`src/rtl/aip_pkg.sv`:
```
// Shared types and constants for the ASCII integer parser.
// Defines the operation word passed from the front end to the accumulator.
// No dependencies.
package aip_pkg;

  localparam int QDEPTH = 4;
  localparam int QAW    = $clog2(QDEPTH);

  typedef struct packed {
    logic       clr;
    logic       acc;
    logic       fin;
    logic       neg;
    logic [3:0] digit;
    logic [5:0] base;
  } op_t;

endpackage

```
`src/rtl/aip_front.sv`:
```
// Front end of the ASCII integer parser: sign, prefix and digit classification.
// Holds the radix register and parse phase, emits op_t words.
// Depends on aip_pkg.
module aip_front (
  input  logic            clk,
  input  logic            rst_n,
  input  logic            cfg_we,
  input  logic [5:0]      cfg_wdata,
  input  logic            take,
  input  logic [7:0]      ch,
  input  logic            start_req,
  output logic            op_push,
  output aip_pkg::op_t    op
);
  import aip_pkg::*;

  typedef enum logic [1:0] {PH_IDLE, PH_LEAD, PH_ZERO, PH_DIGITS} phase_t;

  localparam logic [7:0] CH_NUL   = 8'h00;
  localparam logic [7:0] CH_MINUS = 8'h2d;
  localparam logic [7:0] CH_ZERO  = 8'h30;
  localparam logic [7:0] CH_ONE   = 8'h31;
  localparam logic [7:0] CH_NINE  = 8'h39;
  localparam logic [7:0] CH_LA    = 8'h61;
  localparam logic [7:0] CH_LF    = 8'h66;
  localparam logic [7:0] CH_UA    = 8'h41;
  localparam logic [7:0] CH_UF    = 8'h46;
  localparam logic [7:0] CH_LX    = 8'h78;
  localparam logic [7:0] CH_UX    = 8'h58;
  localparam logic [5:0] BASE_8   = 6'd8;
  localparam logic [5:0] BASE_10  = 6'd10;
  localparam logic [5:0] BASE_16  = 6'd16;

  phase_t     phase_r, phase_nxt;
  logic [5:0] radix_r;
  logic [5:0] base_r, base_nxt;
  logic       neg_r, neg_nxt;
  logic       dv;
  logic [3:0] dval;
  logic [5:0] lead_base;

  always_comb begin
    dv   = 1'b1;
    dval = 4'd0;
    if (ch inside {[CH_ZERO:CH_NINE]}) begin
      dval = 4'(ch - CH_ZERO);
    end else if (ch inside {[CH_LA:CH_LF]}) begin
      dval = 4'(ch - CH_LA + 8'd10);
    end else if (ch inside {[CH_UA:CH_UF]}) begin
      dval = 4'(ch - CH_UA + 8'd10);
    end else begin
      dv = 1'b0;
    end
  end

  always_comb begin
    phase_nxt = phase_r;
    base_nxt  = base_r;
    neg_nxt   = neg_r;
    op        = '0;
    op.digit  = dval;
    lead_base = start_req ? radix_r : base_r;
    if (start_req) begin
      op.clr  = 1'b1;
      neg_nxt = (ch == CH_MINUS);
    end
    if (start_req && ch == CH_MINUS) begin
      base_nxt  = radix_r;
      phase_nxt = PH_LEAD;
    end else if (start_req || phase_r == PH_LEAD) begin
      if (lead_base == 6'd0 && ch == CH_ZERO) begin
        base_nxt  = lead_base;
        phase_nxt = PH_ZERO;
      end else begin
        if (lead_base == 6'd0 && ch inside {[CH_ONE:CH_NINE]}) begin
          base_nxt = BASE_10;
        end else begin
          base_nxt = lead_base;
        end
        op.acc    = dv;
        op.fin    = !dv;
        phase_nxt = dv ? PH_DIGITS : PH_IDLE;
      end
    end else begin
      case (phase_r)
        PH_ZERO: begin
          if (ch == CH_NUL) begin
            op.fin    = 1'b1;
            neg_nxt   = 1'b0;
            phase_nxt = PH_IDLE;
          end else if (ch == CH_LX || ch == CH_UX) begin
            base_nxt  = BASE_16;
            phase_nxt = PH_DIGITS;
          end else begin
            base_nxt  = BASE_8;
            op.acc    = dv;
            op.fin    = !dv;
            phase_nxt = dv ? PH_DIGITS : PH_IDLE;
          end
        end
        PH_DIGITS: begin
          op.acc    = dv;
          op.fin    = !dv;
          phase_nxt = dv ? PH_DIGITS : PH_IDLE;
        end
        default: begin
          phase_nxt = phase_r;
        end
      endcase
    end
    op.base = base_nxt;
    op.neg  = neg_nxt;
    op_push = take && (op.clr || op.acc || op.fin);
  end

  always_ff @(posedge clk) begin
    if (!rst_n) begin
      phase_r <= PH_IDLE;
      radix_r <= 6'd0;
      base_r  <= 6'd0;
      neg_r   <= 1'b0;
    end else begin
      if (cfg_we) begin
        radix_r <= cfg_wdata;
      end
      if (take) begin
        phase_r <= phase_nxt;
        base_r  <= base_nxt;
        neg_r   <= neg_nxt;
      end
    end
  end

endmodule

```
`src/rtl/aip_queue.sv`:
```
// Short queue of op_t words between the front end and the accumulator.
// Depth set by aip_pkg::QDEPTH.
// Depends on aip_pkg.
module aip_queue (
  input  logic            clk,
  input  logic            rst_n,
  input  logic            wr_en,
  input  aip_pkg::op_t    wr_op,
  output logic            full,
  input  logic            rd_en,
  output aip_pkg::op_t    rd_op,
  output logic            empty
);
  import aip_pkg::*;

  op_t             mem_r [QDEPTH];
  logic [QAW-1:0]  wr_ptr_r;
  logic [QAW-1:0]  rd_ptr_r;
  logic [QAW:0]    cnt_r;

  assign full  = (cnt_r == (QAW+1)'(QDEPTH));
  assign empty = (cnt_r == '0);
  assign rd_op = mem_r[rd_ptr_r];

  always_ff @(posedge clk) begin
    if (wr_en) begin
      mem_r[wr_ptr_r] <= wr_op;
    end
  end

  always_ff @(posedge clk) begin
    if (!rst_n) begin
      wr_ptr_r <= '0;
      rd_ptr_r <= '0;
      cnt_r    <= '0;
    end else begin
      if (wr_en) begin
        wr_ptr_r <= wr_ptr_r + 1'b1;
      end
      if (rd_en) begin
        rd_ptr_r <= rd_ptr_r + 1'b1;
      end
      if (wr_en && !rd_en) begin
        cnt_r <= cnt_r + 1'b1;
      end else if (rd_en && !wr_en) begin
        cnt_r <= cnt_r - 1'b1;
      end
    end
  end

endmodule

```
`src/rtl/aip_back.sv`:
```
// Accumulator back end of the ASCII integer parser.
// Executes op_t words: shift-or or multiply-add, negate and emit the result word.
// Depends on aip_pkg.
module aip_back (
  input  logic            clk,
  input  logic            rst_n,
  input  logic            q_empty,
  input  aip_pkg::op_t    op,
  output logic            q_pop,
  input  logic            pop,
  output logic            empty,
  output logic [63:0]     out_value
);
  import aip_pkg::*;

  localparam logic [5:0] BASE_8  = 6'd8;
  localparam logic [5:0] BASE_16 = 6'd16;

  logic [63:0] acc_r, acc_nxt;
  logic [63:0] acc_base;
  logic [63:0] prod;
  logic [63:0] value_r;
  logic        valid_r;
  logic        slot_free;

  assign slot_free = !valid_r || pop;
  assign q_pop     = !q_empty && (!op.fin || slot_free);
  assign acc_base  = op.clr ? 64'd0 : acc_r;
  assign prod      = acc_base * 64'(op.base);

  always_comb begin
    acc_nxt = acc_base;
    if (op.acc) begin
      if (op.base == BASE_8) begin
        acc_nxt = {acc_base[60:0], 3'b000} | 64'(op.digit);
      end else if (op.base == BASE_16) begin
        acc_nxt = {acc_base[59:0], 4'b0000} | 64'(op.digit);
      end else begin
        acc_nxt = prod + 64'(op.digit);
      end
    end
  end

  assign empty     = !valid_r;
  assign out_value = value_r;

  always_ff @(posedge clk) begin
    if (q_pop) begin
      acc_r <= acc_nxt;
    end
    if (q_pop && op.fin) begin
      value_r <= op.neg ? (64'd0 - acc_base) : acc_base;
    end
  end

  always_ff @(posedge clk) begin
    if (!rst_n) begin
      valid_r <= 1'b0;
    end else if (q_pop && op.fin) begin
      valid_r <= 1'b1;
    end else if (pop) begin
      valid_r <= 1'b0;
    end
  end

endmodule

```
`src/rtl/ascii_integer_parser_core.sv`:
```
// ASCII integer parser: one character word per cycle in while full is low, one 64-bit value word out.
// A result word passes through the op queue and the output value register before it appears on out_value.
// Throughput: one character per cycle while the op queue is not full, set by the accumulator update.
// A four-word op queue separates classification from accumulation.
// Reset (rst_n low, synchronous) clears the radix, parse phase, op queue and output slot.
module ascii_integer_parser_core (
  input  logic        clk,
  input  logic        rst_n,
  input  logic        cfg_we,
  input  logic [5:0]  cfg_wdata,
  input  logic        push,
  output logic        full,
  input  logic [7:0]  in_ch,
  input  logic        in_start_req,
  output logic        empty,
  input  logic        pop,
  output logic [63:0] out_value
);
  import aip_pkg::*;

  op_t  f_op;
  op_t  q_op;
  logic f_push;
  logic q_full;
  logic q_empty;
  logic q_pop;
  logic take;
  logic out_empty;

  assign take  = push && !q_full;
  assign full  = q_full;
  assign empty = out_empty;

  aip_front u_front (
    .clk       (clk),
    .rst_n     (rst_n),
    .cfg_we    (cfg_we),
    .cfg_wdata (cfg_wdata),
    .take      (take),
    .ch        (in_ch),
    .start_req (in_start_req),
    .op_push   (f_push),
    .op        (f_op)
  );

  aip_queue u_queue (
    .clk   (clk),
    .rst_n (rst_n),
    .wr_en (f_push),
    .wr_op (f_op),
    .full  (q_full),
    .rd_en (q_pop),
    .rd_op (q_op),
    .empty (q_empty)
  );

  aip_back u_back (
    .clk       (clk),
    .rst_n     (rst_n),
    .q_empty   (q_empty),
    .op        (q_op),
    .q_pop     (q_pop),
    .pop       (pop && !out_empty),
    .empty     (out_empty),
    .out_value (out_value)
  );

endmodule
```
`config.mk`:
```
export PLATFORM = sky130hd
export DESIGN_NAME = ascii_integer_parser_core
export DESIGN_NICKNAME = d
export VERILOG_FILES = /design/src/rtl/aip_pkg.sv /design/src/rtl/aip_front.sv /design/src/rtl/aip_queue.sv /design/src/rtl/aip_back.sv /design/src/rtl/ascii_integer_parser_core.sv
export SDC_FILE = /design/constraint.sdc
export NUM_CORES = 1
export LEC_CHECK = 0
export ABC_AREA = 1
export BUFFER_PORTS_ARGS = -buffer_cell sky130_fd_sc_hd__buf_2
export CAP_MARGIN = 0
export CORE_AREA = 4 4 316 318
export DETAILED_ROUTE_END_ITERATION = 16
export DIE_AREA = 0 0 320 322
export SLEW_MARGIN = 5
export SYNTH_ARGS = -nofsm -noshare
export SYNTH_HDL_FRONTEND = slang
export SYNTH_SLANG_ARGS = --single-unit
```
`constraint.sdc`:
```
create_clock -name clk -period 6 [get_ports clk]
set_input_delay 1.2 -clock clk [delete_from_list [all_inputs] [get_ports clk]]
set_output_delay 1.2 -clock clk [all_outputs]
set_load 0.05 [all_outputs]
```
; Word-level counts from Yosys, hierarchy flattened
; Memory sizes are Yosys's and may differ from the RTL's. A register that Yosys moved wholly into a read port is not among the register bits.
; Cells that the tools add are included.
[classes]
n_addsub = 11
mul = 1
magnitude_cmp = 7
n_eq_ne = 10
mux = 47
bitwise = 2
reduce_logical = 34
[ops]
columns = operator, n
row1 = $mux W64, 5
row2 = $or A64 B4 Y64, 2
row3 = $add A64 B4 Y64, 1
row4 = $mul A64 B6 Y64, 1
row5 = $sub A1 B64 Y64 const A, 1
row6 = $mux W6, 7
row7 = $mux W2, 12
row8 = $eq A8 B6 Y1 const B, 2
row9 = $eq A8 B7 Y1 const B, 2
row10 = $ge A8 B6 Y1 const B, 2
row11 = $ge A8 B7 Y1 const B, 2
row12 = $le A8 B7 Y1 const B, 2
row13 = $mux W1, 15
row14 = $logic_and A1 B1 Y1, 14
row15 = $mux W4, 3
row16 = $sub A4 B1 Y4 const B, 3
row17 = $add A4 B4 Y4 const B, 2
row18 = $le A8 B6 Y1 const B, 1
row19 = $logic_not A8 Y1, 1
row20 = $pmux W2 S2, 2
row21 = $logic_not A1 Y1, 7
row22 = $eq A6 B4 Y1 const B, 1
row23 = $eq A6 B5 Y1 const B, 1
row24 = $logic_not A6 Y1, 1
row25 = 13 further kinds, 22
[word_totals]
reg_bits = 151
ram_bits = 56
inputBits = 20
output_inout_bits = 66
elab_cells = 123
mem_count = 1
[memory_table]
columns = name, depth, width, read_ports, rd_clocked_by_memory_dff, wr, line
row1 = u_queue.mem_r, 4, 14, 1, 1, 1, aip_queue.sv:16  ; op_t mem_r [QDEPTH];

; Depth between registers and ports, before layout
; Gate-level depths: netlist (run 1).
[logic_depth]
word_depth = 18
mapped_depth = 32
mapped_depth_nobuf = 29

; Hierarchy
; Synthesis (run 1) repeated with hierarchy kept, for this count alone.
[hier_totals]
cells_unflattened = 3409
hier_area_um2 = 25120.3
[by_module_without_submodules]
columns = mod, instances, cells_per_inst, area_per_inst_um2, seq_area_each_um2
row1 = aip_back, 1, 2997, 21286.7, 3863.7
row2 = aip_queue, 1, 193, 2534.9, 1861.8
row3 = aip_front, 1, 215, 1278.7, 300.3
row4 = ascii_integer_parser_core, 1, 4, 20.0, 0.0

; Least setup slack after synthesis (run 1)
; OpenSTA, ideal clock, no wires.
[synth_path]
path_kind = register to register
start = reg with a tool-made name
end = reg u_back.acc_r[57] (data pin)
setup_ns = 0.261
arrival_ns = 5.040
required_time_ns = 5.739
slack_ns = 0.700
path_stages_with_launch = 26
n_path_buf = 4
synth_period_minus_slack_ns = 5.300
cell_sequence = dfxtp_1 > buf_6 > buf_2 > nand2_1 > nand3_1 > nand2_1 > inv_1 > clkbuf_1 > clkbuf_1 > nor2_1 > fa_1 > fa_1 > fa_1 > ha_1 > ha_1 > nand2_1 > nor2_1 > inv_1 > nor4_1 > nand2_1 > nand3_1 > nand3b_1 > nand3_1 > nand2_1 > o21ai_0 > a21oi_1
[synth_lines]
columns = element, line
row1 = end signal: assignment, aip_back.sv:49  ; acc_r <= acc_nxt;
row2 = end: declaration, aip_back.sv:19  ; logic [63:0] acc_r, acc_nxt;

==> flow_summary.ini, run 1 <==
[clock_tree]
path_clk_slew_ns = 0.07
clk_root_buffer_cell = sky130_fd_sc_hd__clkbuf_16
clkLatencyLatePin_ns = 0.61
cts.hold.buffers_added = 0
cts_tree = built
clock-sinks = 209
cts_max_path_bufs = 3
cts_inserted_buffers = 28
cts_h_tree_lvls = 1

[placed_design]
detailedPlacementHpwl_mm = 64.33
gpl.final_weighted_congestion = 1.015
io_buffers = 85

[min_path]
hold_class = flop to flop
hold_depth = 2

[yosys]
syn-num-nets = 3469
post_synth_num_cell_types = 55
synthesis.area_um2 = 24120
yosys.cell_count.top_type = sky130_fd_sc_hd__nor2_1
syn_avg_cell_area_um2 = 7.860
synth.area.top_cells = sky130_fd_sc_hd__edfxtp_1, sky130_fd_sc_hd__fa_1, sky130_fd_sc_hd__nor2_1
number_of_synthesized_flops_with_an_enable_pin = 184
asyncSetResetFlopFracSynth_pct = 0
yosysWarnings = 0
synth_top_flop_cell = sky130_fd_sc_hd__edfxtp_1
ys_ff_latch = 209
synth_sequential_area_ratio_pct = 24.98
synth.cells.most_frequent = sky130_fd_sc_hd__nor2_1, sky130_fd_sc_hd__nand2_1, sky130_fd_sc_hd__inv_1
yosys.area.top_type = sky130_fd_sc_hd__edfxtp_1
synthesis.instances = 3069
netlist.area_leader.share_pct = 22.90

[floorplanning]
rows = 114
die_h_um = 322
die-area_um2 = 103000
dieWidth_um = 320
initial_core_util_pct = 24.98
core_um2 = 96570
design.portCount = 86

[worst_setup_path]
worst_setup_path_start_kind = flop
r2r_cells = 25
worst-path-max-fanout = 9
timing_worst_setup_path_type = flop to flop
cp_data_required_time_ns = 6.36
critPathArrivalTime_ns = 6.13
timing.critical_path.to_type = flop

[global_routing]
antenna_violations_before_repair = 1
grt_overflow_total = 0
grtUsageMet1_pct = 20.96
grt_util_all_layers_pct = 15.73
first_global_vias = 21810
globalRoute.busiestLayer = met2
grt_start_max_net_pins = 67
grt_first_pass_wirelength_mm = 128.7
globalRouteMet2Util_pct = 26.75
grt_use_met3_pct = 2.067

[detailed_routing]
post_drt_wl_per_cell_um = 18.69
antenna_left = 0
drt-pass1-iter-count = 5
routed_wirelength_mm = 83.63
routed-via-count = 21680
avgViaCountPerCell = 4.844
detail_route.drc_violations = 0
drt_first_iter_violations = 1743

[finish]
multi_input_logic_area_um2 = 16480
fin_nets = 3577
final_layout_size_suffix_gt1_share_pct = 13.35
footprint_of_the_flip_flops_and_latches_um2 = 6026
filler_cell_count = 10450
area_delta_synth_final_pct = 15.08

[sta]
fin_crit_sh_pct = 96.27
hold-worst-slack_ns = 0.4587
setup_violations = 0
clock_skew_ns = 0.02774
timing_hold_violations_final = 0
pin_slew_with_the_least_headroom_to_its_limit_ns = 1.163
rsz0062_at_grt = yes
post-route-min-period_ns = 5.776
relSlewSlack_pct = 22.47
timing_max_transition_violations_final = 0
max_clock_freq_mhz = 173.1

[status]
outcome = finished clean

[run]
number_of_maximum_capacitance_constraint_violations = 0
final cells by class:
cell class,instances,area share (%)
timing repair buffer,185,4.890
multi-input combinational,2403,59.35
sequential,209,21.71
inverter,350,4.751
antenna,1,0.009014
tap,1276,5.751
clock inverter,21,0.9510
clock buffer,30,2.587
critical path, cell delays in order, from the launching register on:
cell                       delay, ns
sky130_fd_sc_hd__dfxtp_1        0.40
sky130_fd_sc_hd__inv_2          0.06
sky130_fd_sc_hd__nand2_1        0.11
sky130_fd_sc_hd__nand3_4        0.15
sky130_fd_sc_hd__nand2_8        0.13
sky130_fd_sc_hd__buf_4          0.16
sky130_fd_sc_hd__buf_4          0.13
sky130_fd_sc_hd__buf_12         0.14
sky130_fd_sc_hd__nand2_4        0.11
sky130_fd_sc_hd__nor2_1         0.17
sky130_fd_sc_hd__fa_1           0.44
sky130_fd_sc_hd__fa_1           0.52
sky130_fd_sc_hd__fa_1           0.49
sky130_fd_sc_hd__ha_1           0.30
sky130_fd_sc_hd__ha_1           0.35
sky130_fd_sc_hd__nand2_1        0.16
sky130_fd_sc_hd__nor2_1         0.17
sky130_fd_sc_hd__inv_1          0.12
sky130_fd_sc_hd__nor4_4         0.36
sky130_fd_sc_hd__nand2_1        0.12
sky130_fd_sc_hd__nand3_1        0.22
sky130_fd_sc_hd__nand3b_1       0.23
sky130_fd_sc_hd__nand3_1        0.14
sky130_fd_sc_hd__nand2_1        0.05
sky130_fd_sc_hd__o21ai_0        0.20
sky130_fd_sc_hd__a21oi_1        0.09
path summary, 6_finish.rpt:
check / startpoint / end / slack, ns
worst max-delay path: flop / u_back.acc_r[57] / 0.22
worst min register to register: u_front.radix_r[2] / u_front.radix_r[2] / 0.46
worst min-delay path: u_front.radix_r[2] / u_front.radix_r[2] / 0.46
worst max register to register: flop / u_back.acc_r[57] / 0.22
per-stage QoR:
stage | util [%] | area [µm²] | setup slack [ns] | std cells | setup TNS [ns]
finish | 28.75 | 27760 | 0.2237 | 4475 | 0
floorplan | - | 24120 | 0.6998 | 3069 | 0
global route | 28.75 | 27760 | -0.1782 | 4474 | -0.5677
detailed placement | 27.41 | 26470 | -0.1519 | 4412 | -0.2936
global placement | 27.41 | 26470 | -0.01643 | 4412 | -0.01643
CTS | 28.44 | 27460 | 0.01418 | 4463 | 0
cell families after synthesis:
kind of cell             synth area share (%)
AND/OR/NAND/NOR                         25.89
buffers and inverters                   7.650
flip-flops                              24.98
adder cells (fa/ha/maj)                 27.15
AO/OA/AOI/OAI                           11.43
XOR/XNOR                                2.905
flip-flops by register name (all words and copies together), names as in the netlist, named ones only:
signal and cells:
u_front.phase_r 2, u_queue.mem_r 56, u_front.base_r 6, u_front.neg_r 1, u_front.radix_r 6, u_back.out_value 64, u_back.acc_r 64, u_back.valid_r 1
u_queue.wr_ptr_r 2, u_queue.cnt_r 3, u_queue.rd_ptr_r 2
metal layers:
layer  vias up  share of wire [%]
met3       137                6.3
met1     10560                 43
met5         -                  0
met2       746                 47
met4         0                3.4
li1      10230                  -
timing repair:
item / 4_1_cts / 5_1_grt
resized for setup: 2 / 70
cloned: 0 / 1
pin swaps: 0 / 4
endpoints found under the setup margin: 4 / 37
setup buffers: 0 / 10
cells in the final DEF (no fill, tap or decap), types with 8 or more instances in the layout:
cell and count:
sky130_fd_sc_hd__nor2_1 624, sky130_fd_sc_hd__nand2_1 480, sky130_fd_sc_hd__inv_1 300, sky130_fd_sc_hd__fa_1 239, sky130_fd_sc_hd__o21ai_0 221, sky130_fd_sc_hd__edfxtp_1 184
sky130_fd_sc_hd__a21oi_1 158, sky130_fd_sc_hd__ha_1 139, sky130_fd_sc_hd__nand3_1 130, sky130_fd_sc_hd__buf_2 85, sky130_fd_sc_hd__buf_4 83, sky130_fd_sc_hd__xor2_1 73
sky130_fd_sc_hd__inv_2 45, sky130_fd_sc_hd__nand2_2 34, sky130_fd_sc_hd__nand4_1 32, sky130_fd_sc_hd__nor2_2 31, sky130_fd_sc_hd__a31oi_1 29, sky130_fd_sc_hd__clkbuf_16 28
sky130_fd_sc_hd__nand2_4 25, sky130_fd_sc_hd__dfxtp_1 25, sky130_fd_sc_hd__nor3_1 24, sky130_fd_sc_hd__o21ai_1 23, sky130_fd_sc_hd__o211ai_1 14, sky130_fd_sc_hd__buf_12 13
sky130_fd_sc_hd__a21o_1 11, sky130_fd_sc_hd__or2_2 9, sky130_fd_sc_hd__a21oi_2 9, sky130_fd_sc_hd__o21bai_1 9, sky130_fd_sc_hd__nand2_8 8
Power of run 1 is not shown: default switching activity piles up to over one toggle a cycle in this logic, so the estimate is an artifact.
==> inputs of run 2 (changes only) <==
--- a/config.mk
+++ b/config.mk
@@ -11,6 +11,7 @@
 export CORE_AREA = 4 4 316 318
 export DETAILED_ROUTE_END_ITERATION = 16
 export DIE_AREA = 0 0 320 322
+export RECOVER_POWER = 25
 export SLEW_MARGIN = 5
 export SYNTH_ARGS = -nofsm -noshare
 export SYNTH_HDL_FRONTEND = slang
==> flow_summary.ini, run 2 (synthesized netlist as in run 1, its figures left out) <==
[status]
outcome = finished, violations left
violated_checks = max-capacitance violations, max-slew violations

[floorplanning]
initial_core_util_pct = 24.98
die-area_um2 = 103000
dieWidth_um = 320
die_h_um = 322
design.portCount = 86
rows = 114
core_um2 = 96570

[clock_tree]
path_clk_slew_ns = 0.07
cts_max_path_bufs = 3
cts_inserted_buffers = 28
clkLatencyLatePin_ns = 0.61
cts_tree = built
cts_h_tree_lvls = 1
clk_root_buffer_cell = sky130_fd_sc_hd__clkbuf_16
clock-sinks = 209

[placed_design]
postPlaceCellArea_um2 = 26470
io_buffers = 85
detailedPlacementHpwl_mm = 64.33
gpl.final_weighted_congestion = 1.015

[sta]
relSlewSlack_pct = -12.44
pin_slew_with_the_least_headroom_to_its_limit_ns = 1.677
timing_hold_violations_final = 0
timing_max_transition_violations_final = 31
post-route-min-period_ns = 5.788
fin_crit_sh_pct = 96.47
max_clock_freq_mhz = 172.8
rsz0062_at_grt = yes
setup_violations = 0
clock_skew_ns = 0.02923

[finish]
final_layout_size_suffix_gt1_share_pct = 11.19
post-route-util_pct = 28.66
most_common_library_cell_in_the_layout_ignoring_fill_and_taps = sky130_fd_sc_hd__nor2_1
fin_nets = 3577
area_delta_synth_final_pct = 14.71
filler_cell_count = 10470
post_layout_inst_area_um2 = 27670
most-common-layout-cells = sky130_fd_sc_hd__nor2_1, sky130_fd_sc_hd__nand2_1, sky130_fd_sc_hd__inv_1, sky130_fd_sc_hd__fa_1, sky130_fd_sc_hd__o21ai_0

[global_routing]
first_global_vias = 21810
grt_util_all_layers_pct = 15.73
antenna_violations_before_repair = 1
grt_overflow_total = 0
grt_first_pass_wirelength_mm = 128.7
grt_start_max_net_pins = 67

[detailed_routing]
antenna_left = 0
post_drt_wl_per_cell_um = 18.71
detail_route.drc_violations = 0
routed-via-count = 21650
avgViaCountPerCell = 4.839
drt_first_iter_violations = 1887
drt-pass1-iter-count = 7
routed_wirelength_mm = 83.74

[worst_setup_path]
worst-path-max-fanout = 12
cp_data_required_time_ns = 6.36
worst_setup_path_start_kind = flop
timing.critical_path.to_type = flop
critPathArrivalTime_ns = 6.15
timing_worst_setup_path_type = flop to flop

[run]
number_of_maximum_capacitance_constraint_violations = 1

[min_path]
hold_class = flop to flop
-- run 2: cell types whose count changed in the layout (fill, tap and decap cells not counted), sizes merged --
cell | before | now
clkinvlp | 3 | 4
buf | 185 | 116
clkinv | 14 | 13
clkbuf | 30 | 99
-- run 2: layer usage --
metal	part of all wire, %	vias up	global-route usage, %
met5	0	-	0
met4	3.4	0	4.477
met2	47	770	26.75
met3	5.9	138	2.067
li1	-	10220	-
met1	43	10530	20.96
-- run 2: worst paths after layout --
| kind | startpoint | endpoint | slack [ns] | depth (start not counted) |
|---|---|---|---|---|
| hold reg to reg | u_front.radix_r[3] | u_front.radix_r[3] | 0.46 | 2 |
| hold / removal | u_front.radix_r[3] | u_front.radix_r[3] | 0.46 | 2 |
| setup reg to reg | flop | u_back.acc_r[57] | 0.21 | 22 |
| setup / recovery | flop | u_back.acc_r[57] | 0.21 | 22 |
-- run 2: cell type report --
cell class | count | area [µm²] | share of cell area [%]
multi-input combinational | 2403 | 16480 | 59.55
sequential | 209 | 6026 | 21.78
inverter | 350 | 1319 | 4.766
clock buffer | 30 | 718.2 | 2.595
clock inverter | 21 | 264.0 | 0.9541
antenna | 1 | 2.502 | 0.009043
tap | 1276 | 1597 | 5.770
timing repair buffer | 185 | 1269 | 4.585
-- run 2: worst max-delay path, stage by stage, from the launching register on --
cell                       delay (ns)
sky130_fd_sc_hd__dfxtp_1         0.40
sky130_fd_sc_hd__inv_2           0.06
sky130_fd_sc_hd__nand2_1         0.11
sky130_fd_sc_hd__nand3_4         0.15
sky130_fd_sc_hd__nand2_4         0.33
sky130_fd_sc_hd__buf_4           0.29
sky130_fd_sc_hd__nand2_1         0.11
sky130_fd_sc_hd__inv_2           0.16
sky130_fd_sc_hd__nand2_1         0.11
sky130_fd_sc_hd__fa_1            0.53
sky130_fd_sc_hd__fa_1            0.54
sky130_fd_sc_hd__inv_1           0.05
sky130_fd_sc_hd__fa_1            0.43
sky130_fd_sc_hd__ha_1            0.30
sky130_fd_sc_hd__ha_1            0.41
sky130_fd_sc_hd__nand2_1         0.16
sky130_fd_sc_hd__nor3_1          0.41
sky130_fd_sc_hd__nand2_1         0.18
sky130_fd_sc_hd__nand3b_1        0.30
sky130_fd_sc_hd__nand3_1         0.14
sky130_fd_sc_hd__nand2_1         0.05
sky130_fd_sc_hd__o21ai_0         0.21
sky130_fd_sc_hd__a21oi_1         0.09
-- run 2: what timing repair did --
item | in CTS | in global routing
gates resized for setup | 2 | 70
setup endpoints to repair | 4 | 37
pin swaps | 0 | 4
cloned | 0 | 1
hold buffers | 0 | 0
setup buffers | 0 | 10
-- run 2: per-stage QoR --
| step | setup WS [ns] | hold slack, ns | TNS, ns | cells |
|---|---|---|---|---|
| detailed placement | -0.1519 | 0.4512 | -0.2936 | 4412 |
| floorplan | 0.6998 | 0.4329 | 0 | 3069 |
| global placement | -0.01643 | 0.4489 | -0.01643 | 4412 |
| global route | -0.1782 | 0.5025 | -0.5677 | 4474 |
| finish | 0.2116 | 0.4613 | 0 | 4475 |
| CTS | 0.01418 | 0.4616 | 0 | 4463 |
Power of run 2 is left out for the same reason.
==> inputs of run 3 (changes only) <==
--- a/config.mk
+++ b/config.mk
@@ -11,7 +11,7 @@
 export CORE_AREA = 4 4 316 318
 export DETAILED_ROUTE_END_ITERATION = 16
 export DIE_AREA = 0 0 320 322
-export RECOVER_POWER = 25
+export RECOVER_POWER = 50
 export SLEW_MARGIN = 5
 export SYNTH_ARGS = -nofsm -noshare
 export SYNTH_HDL_FRONTEND = slang
==> flow_summary.ini, run 3 (synthesized netlist as in run 1, its figures left out) <==
[worst_setup_path]
setup.reg_to_reg.worst_slack_ns = 0.22
crit_path_top_delay_cell = sky130_fd_sc_hd__fa_1
worstSetupEndpoint = u_back.acc_r[57]
r2r_cells = 22
cp_common_cell = sky130_fd_sc_hd__nand2_1
worst-path-max-fanout = 12
worst_setup_path_start_kind = flop
rr_endpoint = u_back.acc_r[57]
critPathArrivalTime_ns = 6.13
cp_data_required_time_ns = 6.36
crit_chain = inv_2, nand2_1, nand3_4, nand2_4, buf_4, nand2_1, inv_2, nand2_1, fa_1, fa_1, inv_1, fa_1, ha_1, ha_1, nand2_1, nor3_1, nand2_1, nand3b_1, nand3_1, nand2_1, o21ai_0, a21oi_1
timing_worst_setup_path_type = flop to flop
worst_path_largest_cell_delay_ns = 0.54
timing.critical_path.to_type = flop

[finish]
footprint_of_the_flip_flops_and_latches_um2 = 6026
area_delta_synth_final_pct = 14.66
multi_input_logic_area_um2 = 16480
most-common-layout-cells = sky130_fd_sc_hd__nor2_1, sky130_fd_sc_hd__nand2_1, sky130_fd_sc_hd__inv_1, sky130_fd_sc_hd__fa_1, sky130_fd_sc_hd__o21ai_0
most_common_library_cell_in_the_layout_ignoring_fill_and_taps = sky130_fd_sc_hd__nor2_1
fin_nets = 3577
filler_cell_count = 10470
final_layout_size_suffix_gt1_share_pct = 11.07
post_layout_inst_area_um2 = 27660

[detailed_routing]
post_drt_wl_per_cell_um = 18.70
detail_route.drc_violations = 0
drt-pass1-iter-count = 6
routed-via-count = 21630
drt_first_iter_violations = 1880
antenna_left = 0
avgViaCountPerCell = 4.834
routed_wirelength_mm = 83.67

[clock_tree]
cts_h_tree_lvls = 1
path_clk_slew_ns = 0.07
clock-sinks = 209
cts_max_path_bufs = 3
cts_inserted_buffers = 28
cts_tree = built
clk_root_buffer_cell = sky130_fd_sc_hd__clkbuf_16
clkLatencyLatePin_ns = 0.61

[sta]
hold-worst-slack_ns = 0.4613
setup_violations = 0
clock_skew_ns = 0.02801
rsz0062_at_grt = yes
worst_slack_ns = 0.2247
pin_slew_with_the_least_headroom_to_its_limit_ns = 2.283
setup-tns-final_ns = 0
max_clock_freq_mhz = 173.2
relSlewSlack_pct = -52.19
fin_crit_sh_pct = 96.26
timing_hold_violations_final = 0
timing_max_transition_violations_final = 117
post-route-min-period_ns = 5.775

[floorplanning]
die_h_um = 322
rows = 114
initial_core_util_pct = 24.98
die-area_um2 = 103000
design.portCount = 86
core_um2 = 96570
dieWidth_um = 320

[min_path]
hold_class = flop to flop

[global_routing]
first_global_vias = 21810
grt_overflow_total = 0
grt_first_pass_wirelength_mm = 128.7
grt_start_max_net_pins = 67
antenna_violations_before_repair = 1
grt_util_all_layers_pct = 15.73

[placed_design]
io_buffers = 85
detailedPlace.worstSlack_ns = -0.1519
gpl.final_weighted_congestion = 1.015
postPlaceCellArea_um2 = 26470
detailedPlacementHpwl_mm = 64.33

[run]
number_of_maximum_capacitance_constraint_violations = 3

[status]
violated_checks = max-capacitance violations, max-slew violations
outcome = finished, violations left
## run 3: cell types whose count changed in the layout (fill, tap and decap cells not counted)
cell,before,now
sky130_fd_sc_hd__clkbuf_2,0,1
sky130_fd_sc_hd__inv_1,300,301
sky130_fd_sc_hd__buf_2,17,16
sky130_fd_sc_hd__inv_2,45,44
sky130_fd_sc_hd__clkbuf_1,70,73
sky130_fd_sc_hd__buf_4,82,79
## run 3: critical path: cells and delay by family, from the launching register on
family          cells  cell delay (ns)
flops               1             0.40
buf+inv             4             0.56
compound gates      2             0.30
simple gates       11             2.04
fa+ha+maj           5             2.22
## run 3: metrics by stage
step	cells	utilization (%)
floorplan	3069	-
global placement	4412	27.41
detailed placement	4412	27.41
CTS	4463	28.44
global route	4474	28.64
finish	4475	28.64
## run 3: metal layers
layer	global-route usage, %	share of wire, %	vias to the layer above
met2	26.75	47	756
met3	2.067	5.8	138
li1	-	-	10220
met5	0	0	-
met1	20.96	43	10510
met4	4.477	3.4	0
## run 3: worst min path at each step
stage	cells after the start	to	slack [ns]	startpoint
6_report	2	u_front.radix_r[3]	0.46	u_front.radix_r[3]
5_1_grt	2	u_front.radix_r[3]	0.50	u_front.radix_r[3]
4_1_cts	2	u_front.radix_r[3]	0.46	u_front.radix_r[3]
3_5_place_dp	2	u_front.radix_r[3]	0.45	u_front.radix_r[3]
3_3_place_gp	2	u_front.radix_r[2]	0.45	u_front.radix_r[2]
2_1_floorplan	2	u_front.radix_r[2]	0.43	u_front.radix_r[2]
## run 3: timing repair
| item | in CTS | in global routing |
|---|---|---|
| pin swaps | 0 | 4 |
| buffers inserted | 0 | 10 |
| setup endpoints to repair | 4 | 37 |
| cloned | 0 | 1 |
| hold buffers | 0 | 0 |
| gates resized for setup | 2 | 70 |
## run 3: layout make-up
cell class | instances | share of cell area [%]
sequential | 209 | 21.78
clock buffer | 30 | 2.596
tap | 1276 | 5.772
inverter | 350 | 4.768
timing repair buffer | 185 | 4.546
multi-input combinational | 2403 | 59.57
antenna | 1 | 0.009047
clock inverter | 21 | 0.9544
Power of run 3 is left out for the same reason.
